**src/sc1a_pkg.sv**
```systemverilog
package sc1a_pkg;

    localparam int SC_W   = 8;
    localparam int KEY_W  = 7;
    localparam int CHAR_W = 7;
    localparam int ROM_AW = 6;

    // key codes (low 7 bits of a scancode)
    localparam logic [KEY_W-1:0] KEY_LSHIFT = 7'h2A;
    localparam logic [KEY_W-1:0] KEY_RSHIFT = 7'h36;
    localparam logic [KEY_W-1:0] KEY_CTRL   = 7'h1D;
    localparam logic [KEY_W-1:0] KEY_ALT    = 7'h38;
    localparam logic [KEY_W-1:0] KEY_CAPS   = 7'h3A;
    localparam logic [KEY_W-1:0] KEY_NUM    = 7'h45;
    localparam logic [KEY_W-1:0] KEY_ENTER  = 7'h1C;
    localparam logic [KEY_W-1:0] KEY_BKSP   = 7'h0E;
    localparam logic [KEY_W-1:0] KEY_TAB    = 7'h0F;
    localparam logic [KEY_W-1:0] KEY_SPACE  = 7'h39;

    localparam logic [CHAR_W-1:0] CH_NONE  = 7'h00;
    localparam logic [CHAR_W-1:0] CH_CR    = 7'h0D;
    localparam logic [CHAR_W-1:0] CH_DEL   = 7'h7F;
    localparam logic [CHAR_W-1:0] CH_TAB   = 7'h09;
    localparam logic [CHAR_W-1:0] CH_SPACE = 7'h20;
    localparam logic [CHAR_W-1:0] CH_UC_A  = 7'h41;
    localparam logic [CHAR_W-1:0] CH_UC_Z  = 7'h5A;
    localparam logic [CHAR_W-1:0] CH_LC_A  = 7'h61;
    localparam logic [CHAR_W-1:0] CH_LC_Z  = 7'h7A;

    typedef struct packed {
        logic shift;
        logic ctrl;
        logic alt;
        logic caps;
        logic num;
    } mod_state_t;

    typedef struct packed {
        logic [CHAR_W-1:0] ascii_char;
        logic              char_valid;
        logic              caps_led;
        logic              num_led;
        logic              leds_changed;
        logic              ctrl_held;
        logic              alt_held;
    } xlate_result_t;

    function automatic logic alpha_key(input logic [ROM_AW-1:0] k);
        return (k >= 6'h10 && k <= 6'h19) || (k >= 6'h1E && k <= 6'h26) ||
               (k >= 6'h2C && k <= 6'h32);
    endfunction

    function automatic logic [CHAR_W-1:0] rom_lo(input logic [ROM_AW-1:0] k);
        logic [CHAR_W-1:0] c;
        case (k)
            6'h01: c = 7'h1B;  6'h02: c = 7'h31;  6'h03: c = 7'h32;  6'h04: c = 7'h33;
            6'h05: c = 7'h34;  6'h06: c = 7'h35;  6'h07: c = 7'h36;  6'h08: c = 7'h37;
            6'h09: c = 7'h38;  6'h0A: c = 7'h39;  6'h0B: c = 7'h30;  6'h0C: c = 7'h2D;
            6'h0D: c = 7'h3D;  6'h0E: c = 7'h08;
            6'h10: c = 7'h71;  6'h11: c = 7'h77;  6'h12: c = 7'h65;  6'h13: c = 7'h72;
            6'h14: c = 7'h74;  6'h15: c = 7'h79;  6'h16: c = 7'h75;  6'h17: c = 7'h69;
            6'h18: c = 7'h6F;  6'h19: c = 7'h70;  6'h1A: c = 7'h5B;  6'h1B: c = 7'h5D;
            6'h1C: c = 7'h0D;  6'h1E: c = 7'h61;  6'h1F: c = 7'h73;
            6'h20: c = 7'h64;  6'h21: c = 7'h66;  6'h22: c = 7'h67;  6'h23: c = 7'h68;
            6'h24: c = 7'h6A;  6'h25: c = 7'h6B;  6'h26: c = 7'h6C;  6'h27: c = 7'h3B;
            6'h28: c = 7'h27;  6'h29: c = 7'h60;  6'h2B: c = 7'h5C;  6'h2C: c = 7'h7A;
            6'h2D: c = 7'h78;  6'h2E: c = 7'h63;  6'h2F: c = 7'h76;
            6'h30: c = 7'h62;  6'h31: c = 7'h6E;  6'h32: c = 7'h6D;  6'h33: c = 7'h2C;
            6'h34: c = 7'h2E;  6'h35: c = 7'h2F;  6'h37: c = 7'h2A;  6'h39: c = 7'h20;
            default: c = CH_NONE;
        endcase
        return c;
    endfunction

    function automatic logic [CHAR_W-1:0] rom_hi(input logic [ROM_AW-1:0] k);
        logic [CHAR_W-1:0] c;
        case (k)
            6'h01: c = 7'h1B;  6'h02: c = 7'h21;  6'h03: c = 7'h40;  6'h04: c = 7'h23;
            6'h05: c = 7'h24;  6'h06: c = 7'h25;  6'h07: c = 7'h5E;  6'h08: c = 7'h26;
            6'h09: c = 7'h2A;  6'h0A: c = 7'h28;  6'h0B: c = 7'h29;  6'h0C: c = 7'h5F;
            6'h0D: c = 7'h2B;  6'h0E: c = 7'h08;
            6'h10: c = 7'h51;  6'h11: c = 7'h57;  6'h12: c = 7'h45;  6'h13: c = 7'h52;
            6'h14: c = 7'h54;  6'h15: c = 7'h59;  6'h16: c = 7'h55;  6'h17: c = 7'h49;
            6'h18: c = 7'h4F;  6'h19: c = 7'h50;  6'h1A: c = 7'h7B;  6'h1B: c = 7'h7D;
            6'h1C: c = 7'h0D;  6'h1E: c = 7'h41;  6'h1F: c = 7'h53;
            6'h20: c = 7'h44;  6'h21: c = 7'h46;  6'h22: c = 7'h47;  6'h23: c = 7'h48;
            6'h24: c = 7'h4A;  6'h25: c = 7'h4B;  6'h26: c = 7'h4C;  6'h27: c = 7'h3A;
            6'h28: c = 7'h22;  6'h29: c = 7'h7E;  6'h2B: c = 7'h7C;  6'h2C: c = 7'h5A;
            6'h2D: c = 7'h58;  6'h2E: c = 7'h43;  6'h2F: c = 7'h56;
            6'h30: c = 7'h42;  6'h31: c = 7'h4E;  6'h32: c = 7'h4D;  6'h33: c = 7'h3C;
            6'h34: c = 7'h3E;  6'h35: c = 7'h3F;  6'h37: c = 7'h2A;  6'h39: c = 7'h20;
            default: c = CH_NONE;
        endcase
        return c;
    endfunction

endpackage

```
**src/sc1a_xlate.sv**
```systemverilog
module sc1a_xlate (
    input  logic [sc1a_pkg::SC_W-1:0] scancode,
    input  sc1a_pkg::mod_state_t      state_cur,
    output sc1a_pkg::mod_state_t      state_nxt,
    output sc1a_pkg::xlate_result_t   result
);
    import sc1a_pkg::*;

    logic [KEY_W-1:0]  key;
    logic [ROM_AW-1:0] idx;
    logic              release_code;
    logic              changed;
    logic              upper;
    logic [CHAR_W-1:0] tbl_char;
    logic [CHAR_W-1:0] ch;

    assign key          = scancode[KEY_W-1:0];
    assign idx          = key[ROM_AW-1:0];
    assign release_code = scancode[SC_W-1];

    assign upper    = state_cur.shift || (state_cur.caps && alpha_key(idx));
    assign tbl_char = upper ? rom_hi(idx) : rom_lo(idx);

    always_comb begin
        state_nxt = state_cur;
        changed   = 1'b0;
        ch        = CH_NONE;
        if (release_code) begin
            // 0xE0 lands here as key 0x60 and matches nothing
            if (key == KEY_LSHIFT || key == KEY_RSHIFT) state_nxt.shift = 1'b0;
            if (key == KEY_CTRL) state_nxt.ctrl = 1'b0;
            if (key == KEY_ALT)  state_nxt.alt  = 1'b0;
        end else begin
            unique case (key) inside
                KEY_ENTER: ch = CH_CR;
                KEY_BKSP:  ch = CH_DEL;
                KEY_TAB:   ch = CH_TAB;
                KEY_SPACE: ch = CH_SPACE;
                KEY_CAPS: begin
                    state_nxt.caps = !state_cur.caps;
                    changed        = 1'b1;
                end
                KEY_NUM: begin
                    state_nxt.num = !state_cur.num;
                    changed       = 1'b1;
                end
                KEY_LSHIFT, KEY_RSHIFT: state_nxt.shift = 1'b1;
                KEY_CTRL: state_nxt.ctrl = 1'b1;
                KEY_ALT:  state_nxt.alt  = 1'b1;
                default: begin
                    if (!key[KEY_W-1]) begin
                        ch = tbl_char;
                        // ctrl+letter: both cases map to 0x01..0x1A via low 5 bits
                        if (state_cur.ctrl &&
                            ((tbl_char >= CH_LC_A && tbl_char <= CH_LC_Z) ||
                             (tbl_char >= CH_UC_A && tbl_char <= CH_UC_Z))) begin
                            ch = {2'b00, tbl_char[4:0]};
                        end
                    end
                end
            endcase
        end
    end

    always_comb begin
        result.ascii_char   = ch;
        result.char_valid   = (ch != CH_NONE);
        result.caps_led     = state_nxt.caps;
        result.num_led      = state_nxt.num;
        result.leds_changed = changed;
        result.ctrl_held    = state_nxt.ctrl;
        result.alt_held     = state_nxt.alt;
    end

endmodule

```
**src/scancode_set1_to_ascii_translator_unit.sv**
```systemverilog
// Set-1 scancode to ASCII translator. One scancode byte in, one result out,
// at a sustained rate of one beat per clock while m_ready stays high. A beat
// passes through an input register and then a result register, and waits in
// the first while the output stalls; the translation between them is a single
// table lookup plus the modifier update. Shift, ctrl, alt, caps and num lock
// state are kept inside and cleared by reset. Each result carries the character
// (zero for none), lock LEDs, a lock-toggle flag and the held ctrl and alt.
module scancode_set1_to_ascii_translator_unit (
    input  logic                          aclk,
    input  logic                          aresetn,
    input  logic                          s_valid,
    output logic                          s_ready,
    input  logic [sc1a_pkg::SC_W-1:0]     s_scancode,
    output logic                          m_valid,
    input  logic                          m_ready,
    output logic [sc1a_pkg::CHAR_W-1:0]   m_ascii_char,
    output logic                          m_char_valid,
    output logic                          m_caps_led,
    output logic                          m_num_led,
    output logic                          m_leds_changed,
    output logic                          m_ctrl_held,
    output logic                          m_alt_held
);
    import sc1a_pkg::*;

    logic              in_valid_reg;
    logic [SC_W-1:0]   in_sc_reg;
    logic              out_valid_reg;
    xlate_result_t     out_reg;
    mod_state_t        state_reg;
    mod_state_t        state_next;
    xlate_result_t     res_next;
    logic              advance;

    assign advance = in_valid_reg && (!out_valid_reg || m_ready);
    assign s_ready = !in_valid_reg || advance;

    sc1a_xlate u_xlate (
        .scancode  (in_sc_reg),
        .state_cur (state_reg),
        .state_nxt (state_next),
        .result    (res_next)
    );

    always_ff @(posedge aclk) begin
        if (!aresetn) begin
            in_valid_reg  <= 1'b0;
            out_valid_reg <= 1'b0;
            state_reg     <= '0;
        end else begin
            if (s_ready) in_valid_reg <= s_valid;
            if (advance) begin
                out_valid_reg <= 1'b1;
                state_reg     <= state_next;
            end else if (m_ready) begin
                out_valid_reg <= 1'b0;
            end
        end
    end

    always_ff @(posedge aclk) begin
        if (s_ready && s_valid) in_sc_reg <= s_scancode;
        if (advance)            out_reg   <= res_next;
    end

    assign m_valid        = out_valid_reg;
    assign m_ascii_char   = out_reg.ascii_char;
    assign m_char_valid   = out_reg.char_valid;
    assign m_caps_led     = out_reg.caps_led;
    assign m_num_led      = out_reg.num_led;
    assign m_leds_changed = out_reg.leds_changed;
    assign m_ctrl_held    = out_reg.ctrl_held;
    assign m_alt_held     = out_reg.alt_held;

    // modifier state only moves when a beat is translated
    a_state_hold: assert property (@(posedge aclk) disable iff (!aresetn)
        !advance |=> $stable(state_reg))
        else $error("modifier state changed without a beat");

    a_char_flag: assert property (@(posedge aclk) disable iff (!aresetn)
        m_valid |-> (m_char_valid == (m_ascii_char != CH_NONE)))
        else $error("char_valid disagrees with ascii_char");

    a_lock_no_char: assert property (@(posedge aclk) disable iff (!aresetn)
        (m_valid && m_leds_changed) |-> !m_char_valid)
        else $error("lock toggle produced a character");

    a_caps_toggle: assert property (@(posedge aclk) disable iff (!aresetn)
        (advance && in_sc_reg == {1'b0, KEY_CAPS}) |=>
            (state_reg.caps != $past(state_reg.caps)))
        else $error("caps lock press did not toggle");

    a_led_match: assert property (@(posedge aclk) disable iff (!aresetn)
        advance |=> (out_reg.caps_led == state_reg.caps && out_reg.num_led == state_reg.num))
        else $error("reported LEDs differ from lock state");

endmodule
```
**config.mk**
```make
export PLATFORM = sky130hd
export DESIGN_NAME = scancode_set1_to_ascii_translator_unit
export DESIGN_NICKNAME = d
export VERILOG_FILES = /design/src/sc1a_pkg.sv /design/src/sc1a_xlate.sv /design/src/scancode_set1_to_ascii_translator_unit.sv
export SDC_FILE = /design/constraint.sdc
export NUM_CORES = 1
export LEC_CHECK = 0
export ABC_AREA = 1
export BUFFER_PORTS_ARGS = -buffer_cell sky130_fd_sc_hd__buf_2
export CORE_ASPECT_RATIO = 1.75
export CORE_MARGIN = 5
export CORE_UTILIZATION = 60
export DETAILED_ROUTE_END_ITERATION = 6
export HOLD_SLACK_MARGIN = 0.03
export PLACE_DENSITY = 0.85
export SLEW_MARGIN = 10
export SYNTH_ARGS = -nofsm -noshare
export SYNTH_HDL_FRONTEND = slang
export SYNTH_SLANG_ARGS = --single-unit
```
**constraint.sdc**
```tcl
create_clock -name aclk -period 2.3 [get_ports aclk]
set_input_delay 0.115 -clock aclk [delete_from_list [all_inputs] [get_ports aclk]]
set_output_delay 0.115 -clock aclk [all_outputs]
set_load 0.01 [all_outputs]
```
# After elaboration in Yosys (flattened, before gate mapping)
# Memories as Yosys holds them, arrays and structs flattened. A register that Yosys moved wholly into a read port is not among the register bits.
# Index checks and enable logic that the tools add are counted.
word_totals:
  register_bits: 28
  mem_bits_ro: 896
  input_bits: 12
  output_inout_bits: 15
  memories: 2
op_classes:
  magnitude_cmp: 10
  eq_ne: 11
  mux: 20
  reduce_logical: 27
memory_table:
  columns: ["memory", "words", "word_bits", "read_ports", "rd_ports_with_merged_regs", "write_ports", "line", "rtl"]
  rows:
  - ["(name not given)", 64, 7, 1, 1, 0, "sc1a_pkg.sv:55", "case (k)"]
  - ["(name not given)", 64, 7, 1, 1, 0, "sc1a_pkg.sv:77", "case (k)"]
ops:
  columns: ["operator", "count"]
  rows:
  - ["7-bit by 6-bit == test with 1-bit output, second input constant", 5]
  - ["7-bit one-hot mux with 5 select lines", 1]
  - ["7-bit two-way mux", 4]
  - ["7-bit by 4-bit == test with 1-bit output, second input constant", 2]
  - ["7-bit by 5-bit == test with 1-bit output, second input constant", 2]
  - ["7-bit >= comparator, second input constant", 2]
  - ["7-bit less-or-equal comparator, second input constant", 2]
  - ["6-bit by 5-bit >= comparator with 1-bit output, second input constant", 2]
  - ["6-bit less-or-equal comparator, second input constant", 2]
  - ["6-bit two-way mux", 2]
  - ["1-bit two-way mux", 11]
  - ["1-bit logical AND", 9]
  - ["7-bit == test, second input constant", 1]
  - ["1-bit logical OR", 7]
  - ["7-bit nonzero test", 1]
  - ["6-bit >= comparator, second input constant", 1]
  - ["6-bit by 5-bit less-or-equal comparator with 1-bit output, second input constant", 1]
  - ["6-bit OR reduction", 1]
  - ["1-bit zero test", 4]
  - ["2-bit nonzero test", 2]
  - ["2-bit OR reduction", 2]
  - ["3-bit two-way mux", 1]
  - ["3-bit AND reduction", 1]
  - ["2-bit two-way mux", 1]
  - ["2-bit by 1-bit inequality test with 1-bit output, second input constant", 1]

# Depth between registers and ports, before layout
depth:
  depth_word: 16
  depth_mapped: 18

# Hierarchy
# A second synthesis with hierarchy kept.
hier_totals:
  hier_cells: 404
  area_unflattened_um2: 2598.7
modules_own_cells:
  columns: ["mod", "n_inst", "cells_per_inst", "area_per_inst_um2"]
  rows:
  - ["sc1a_xlate", 1, 338, 1627.8]
  - ["scancode_set1_to_ascii_translator_unit", 1, 66, 970.9]

# Worst setup path after synthesis
# OpenSTA, ideal clock, no wires.
synth_timing:
  kind: "register to register"
  startpoint: "register out_valid_reg, in the netlist m_valid"
  endpoint: "register (tool-made name)"
  arrival_time_ps: 2028
  t_required_ps: 2180
  path_slack_ps: 152
  stages_incl_launch_ff: 12
  path_buffers: 1
  path_cell_list: "dfxtp_1 -> nand3_2 -> nand2_4 -> buf_8 -> o21a_4 -> inv_2 -> ha_1 -> nor2_4 -> inv_1 -> nand2_1 -> o21ai_0 -> a211o_1"
synth_lines:
  columns: ["item", "line", "rtl"]
  rows:
  - ["start, declared", "scancode_set1_to_ascii_translator_unit.sv:28", "logic out_valid_reg;"]
  - ["start signal, assigned", "scancode_set1_to_ascii_translator_unit.sv:48", "out_valid_reg <= 1'b0;"]
  - ["start signal, assigned", "scancode_set1_to_ascii_translator_unit.sv:53", "out_valid_reg <= 1'b1;"]
  - ["start signal, assigned", "scancode_set1_to_ascii_translator_unit.sv:56", "out_valid_reg <= 1'b0;"]

==> out/metrics.yaml <==
synth:
  syn-cell-area_mm2: 0.002985
  synth_area_leaders: "edfxtp_1, dfxtp_1, nand2_1"
  synth_cells: 412
  synth_most_common_cell: "nand2_1"
  ys_seq_area_share_pct: 35.21
  synth_flop_cell: "edfxtp_1"
  synth_common_cells: "nand2_1, inv_1, nor2_1, o21ai_0, nand3_1"
  syn_nets: 436
  synth-async-reset-ratio_pct: 0
  netlist.top_cell.by_area: "edfxtp_1"
  yosys_register_bits: 42
  yosysWarnings: 0
  synth.distinct_cells: 46
  synth_edf_count: 21
  synth.avg_cell_area_um2: 7.246
  synth_top_area_share_pct: 21.12
timing:
  whs_ns: 0.04870
  fmax_mhz: 448.4
  skew_ns: 0.01003
  max_slew.worst_pin.slew_ns: 0.4875
  setup_viol: 0
  final_max_slew_viol_count: 0
  final-hold-violation-count: 0
  period_share_pct: 96.96
  worst_slew_margin_rel_pct: 67.47
  fin_crit_ns: 2.230
  rsz0062_at_grt: "true"
worst_setup_path:
  path_max_fanout: 8
  critPathLaunchType: "register"
  required_ns: 2.48
  path_class: "reg -> reg"
  cp-end-kind: "register"
  cp.arrival_ns: 2.41
pwr:
  p_total_mw: 2.048
  ir_drop_v: 0.0006203
  p_per_area_mw_per_mm2: 589.7
  p_leak_nw: 1.680
placed_design:
  hpwl_um: 6153
  placed_cell_area_mm2: 0.003144
  dp.cells: 488
  port_buffers: 26
  gp_congestion: 1.011
floorplan:
  dieArea_mm2: 0.006542
  ios: 27
  dieHeight_um: 103.3
  initial_core_util_pct: 61.02
  die_w_um: 63.32
  rows: 34
  core-area_mm2: 0.004892
layout:
  drive_gt1_share_pct: 22.99
  nets: 484
  register_area_mm2: 0.001051
  multi_input_comb_area_mm2: 0.001624
  fin_cells: 515
  diodes: 0
  final.fill_count: 377
  design_area_mm2: 0.003473
  area_growth_pct: 16.35
drt:
  drtPass1Iterations: 5
  wire_per_inst_um: 16.13
  drc: 0
  via_per_inst: 5.790
  initialDrtViolationCount: 205
  ant_nets: 0
  wl_um: 8308
  dr_total_vias: 2982
global_route:
  grt_max_degree: 21
  antenna_found_initial: 0
  grt_overflow: 0
  grt_usage_pct: 25.19
  grt_pass1_vias: 2884
  grt_pass1_wl_um: 13020
hold_path:
  hold_path.class: "in -> reg"
clock_network:
  cts_tree: "done"
  cts.htree.levels: 2
  cts_sinks: 42
  cts_buffers: 5
  insertion_delay_ns: 0.29
  cts_root_buffer: "clkbuf_8"
  clkTransAtPathRegs_ns: 0.08
  cts_buffer_depth: 2
run:
  maxCapViolations: 0
outcome:
  status: "complete, no violations"
-- per-layer routing --
metal	share of wire, %	GRT usage [%]	vias up
met1	33	22.62	1351
met2	55	50.39	146
met3	4.9	2.703	44
li1	-	-	1441
met4	7.1	18.08	0
met5	0	0	-
-- cell usage in the layout, fill, tap and decap left out, types with 2 or more instances in the layout --
master	n
nand2_2	10
nand2_1	89
ha_1	12
nor2_2	4
or2_2	2
xor2_1	2
nand4_1	4
o22ai_1	4
o21ai_1	9
nand3_1	22
o21ai_4	2
o31ai_1	2
buf_2	26
o21ai_2	6
a21oi_1	20
clkbuf_8	8
o221ai_1	2
dfxtp_1	21
a211oi_1	2
inv_4	3
nor2_4	4
dlygate4sd3_1	7
o21ai_0	28
nor2_1	39
nor3_1	3
a31oi_1	5
nand3b_1	2
inv_1	54
inv_2	8
nand2_4	3
nand3_2	2
buf_4	21
edfxtp_1	21
-- power breakdown --
part | switching (mW) | internal (mW) | leakage [nW]
registers | 0.0337 | 0.869 | 0.375
logic | 0.386 | 0.223 | 1.25
clock network | 0.234 | 0.303 | 0.0575
-- kinds of logic after synthesis --
| group | synth area share [%] |
|---|---|
| xor+xnor | 0.5869 |
| simple gates | 28.37 |
| flops | 35.21 |
| buf+inv | 12.24 |
| fa+ha+maj | 5.029 |
| compound gates | 18.57 |
-- metrics by stage --
step / utilization, % / TNS, ns / worst slack [ns]
2_1_floorplan: - / 0 / 0.1521
3_3_place_gp: 64.27 / 0 / 0.1516
3_5_place_dp: 64.27 / 0 / 0.07278
4_1_cts: 67.75 / 0 / 0.05824
5_1_grt: 71.00 / -0.1827 / -0.1548
6_report: 71.00 / 0 / 0.06988
-- cell type report --
cell class | count | area share [%]
Tap cell | 54 | 1.945
Sequential cell | 42 | 30.26
Clock buffer | 8 | 3.170
Timing Repair Buffer | 55 | 10.63
Multi-Input combinational cell | 291 | 46.76
Inverter | 65 | 7.241
-- critical path, cell delays in order (launching register included) --
cell	delay, ns
edfxtp_1	0.50
buf_4	0.18
nand2_1	0.07
o21a_4	0.18
inv_2	0.09
ha_1	0.35
nor2_4	0.16
inv_1	0.08
nand2_1	0.09
o21ai_0	0.10
a211o_1	0.31
-- path summary, 6_finish.rpt --
check / from / endpoint / slack [ns] / cells past startpoint
setup / recovery: in_sc_reg[0] / register / 0.07 / 10
hold / removal: s_scancode[3] / in_sc_reg[3] / 0.05 / 1
setup reg to reg: in_sc_reg[0] / register / 0.07 / 10
hold reg to reg: m_valid / m_valid / 0.56 / 2
-- what timing repair did --
item,CTS,global route
hold endpoints to repair,6,1
setup endpoints to repair,0,9
setup buffers,0,12
hold buffers,6,1
gates resized for setup,0,18
Power figures use the tool's default switching activity.
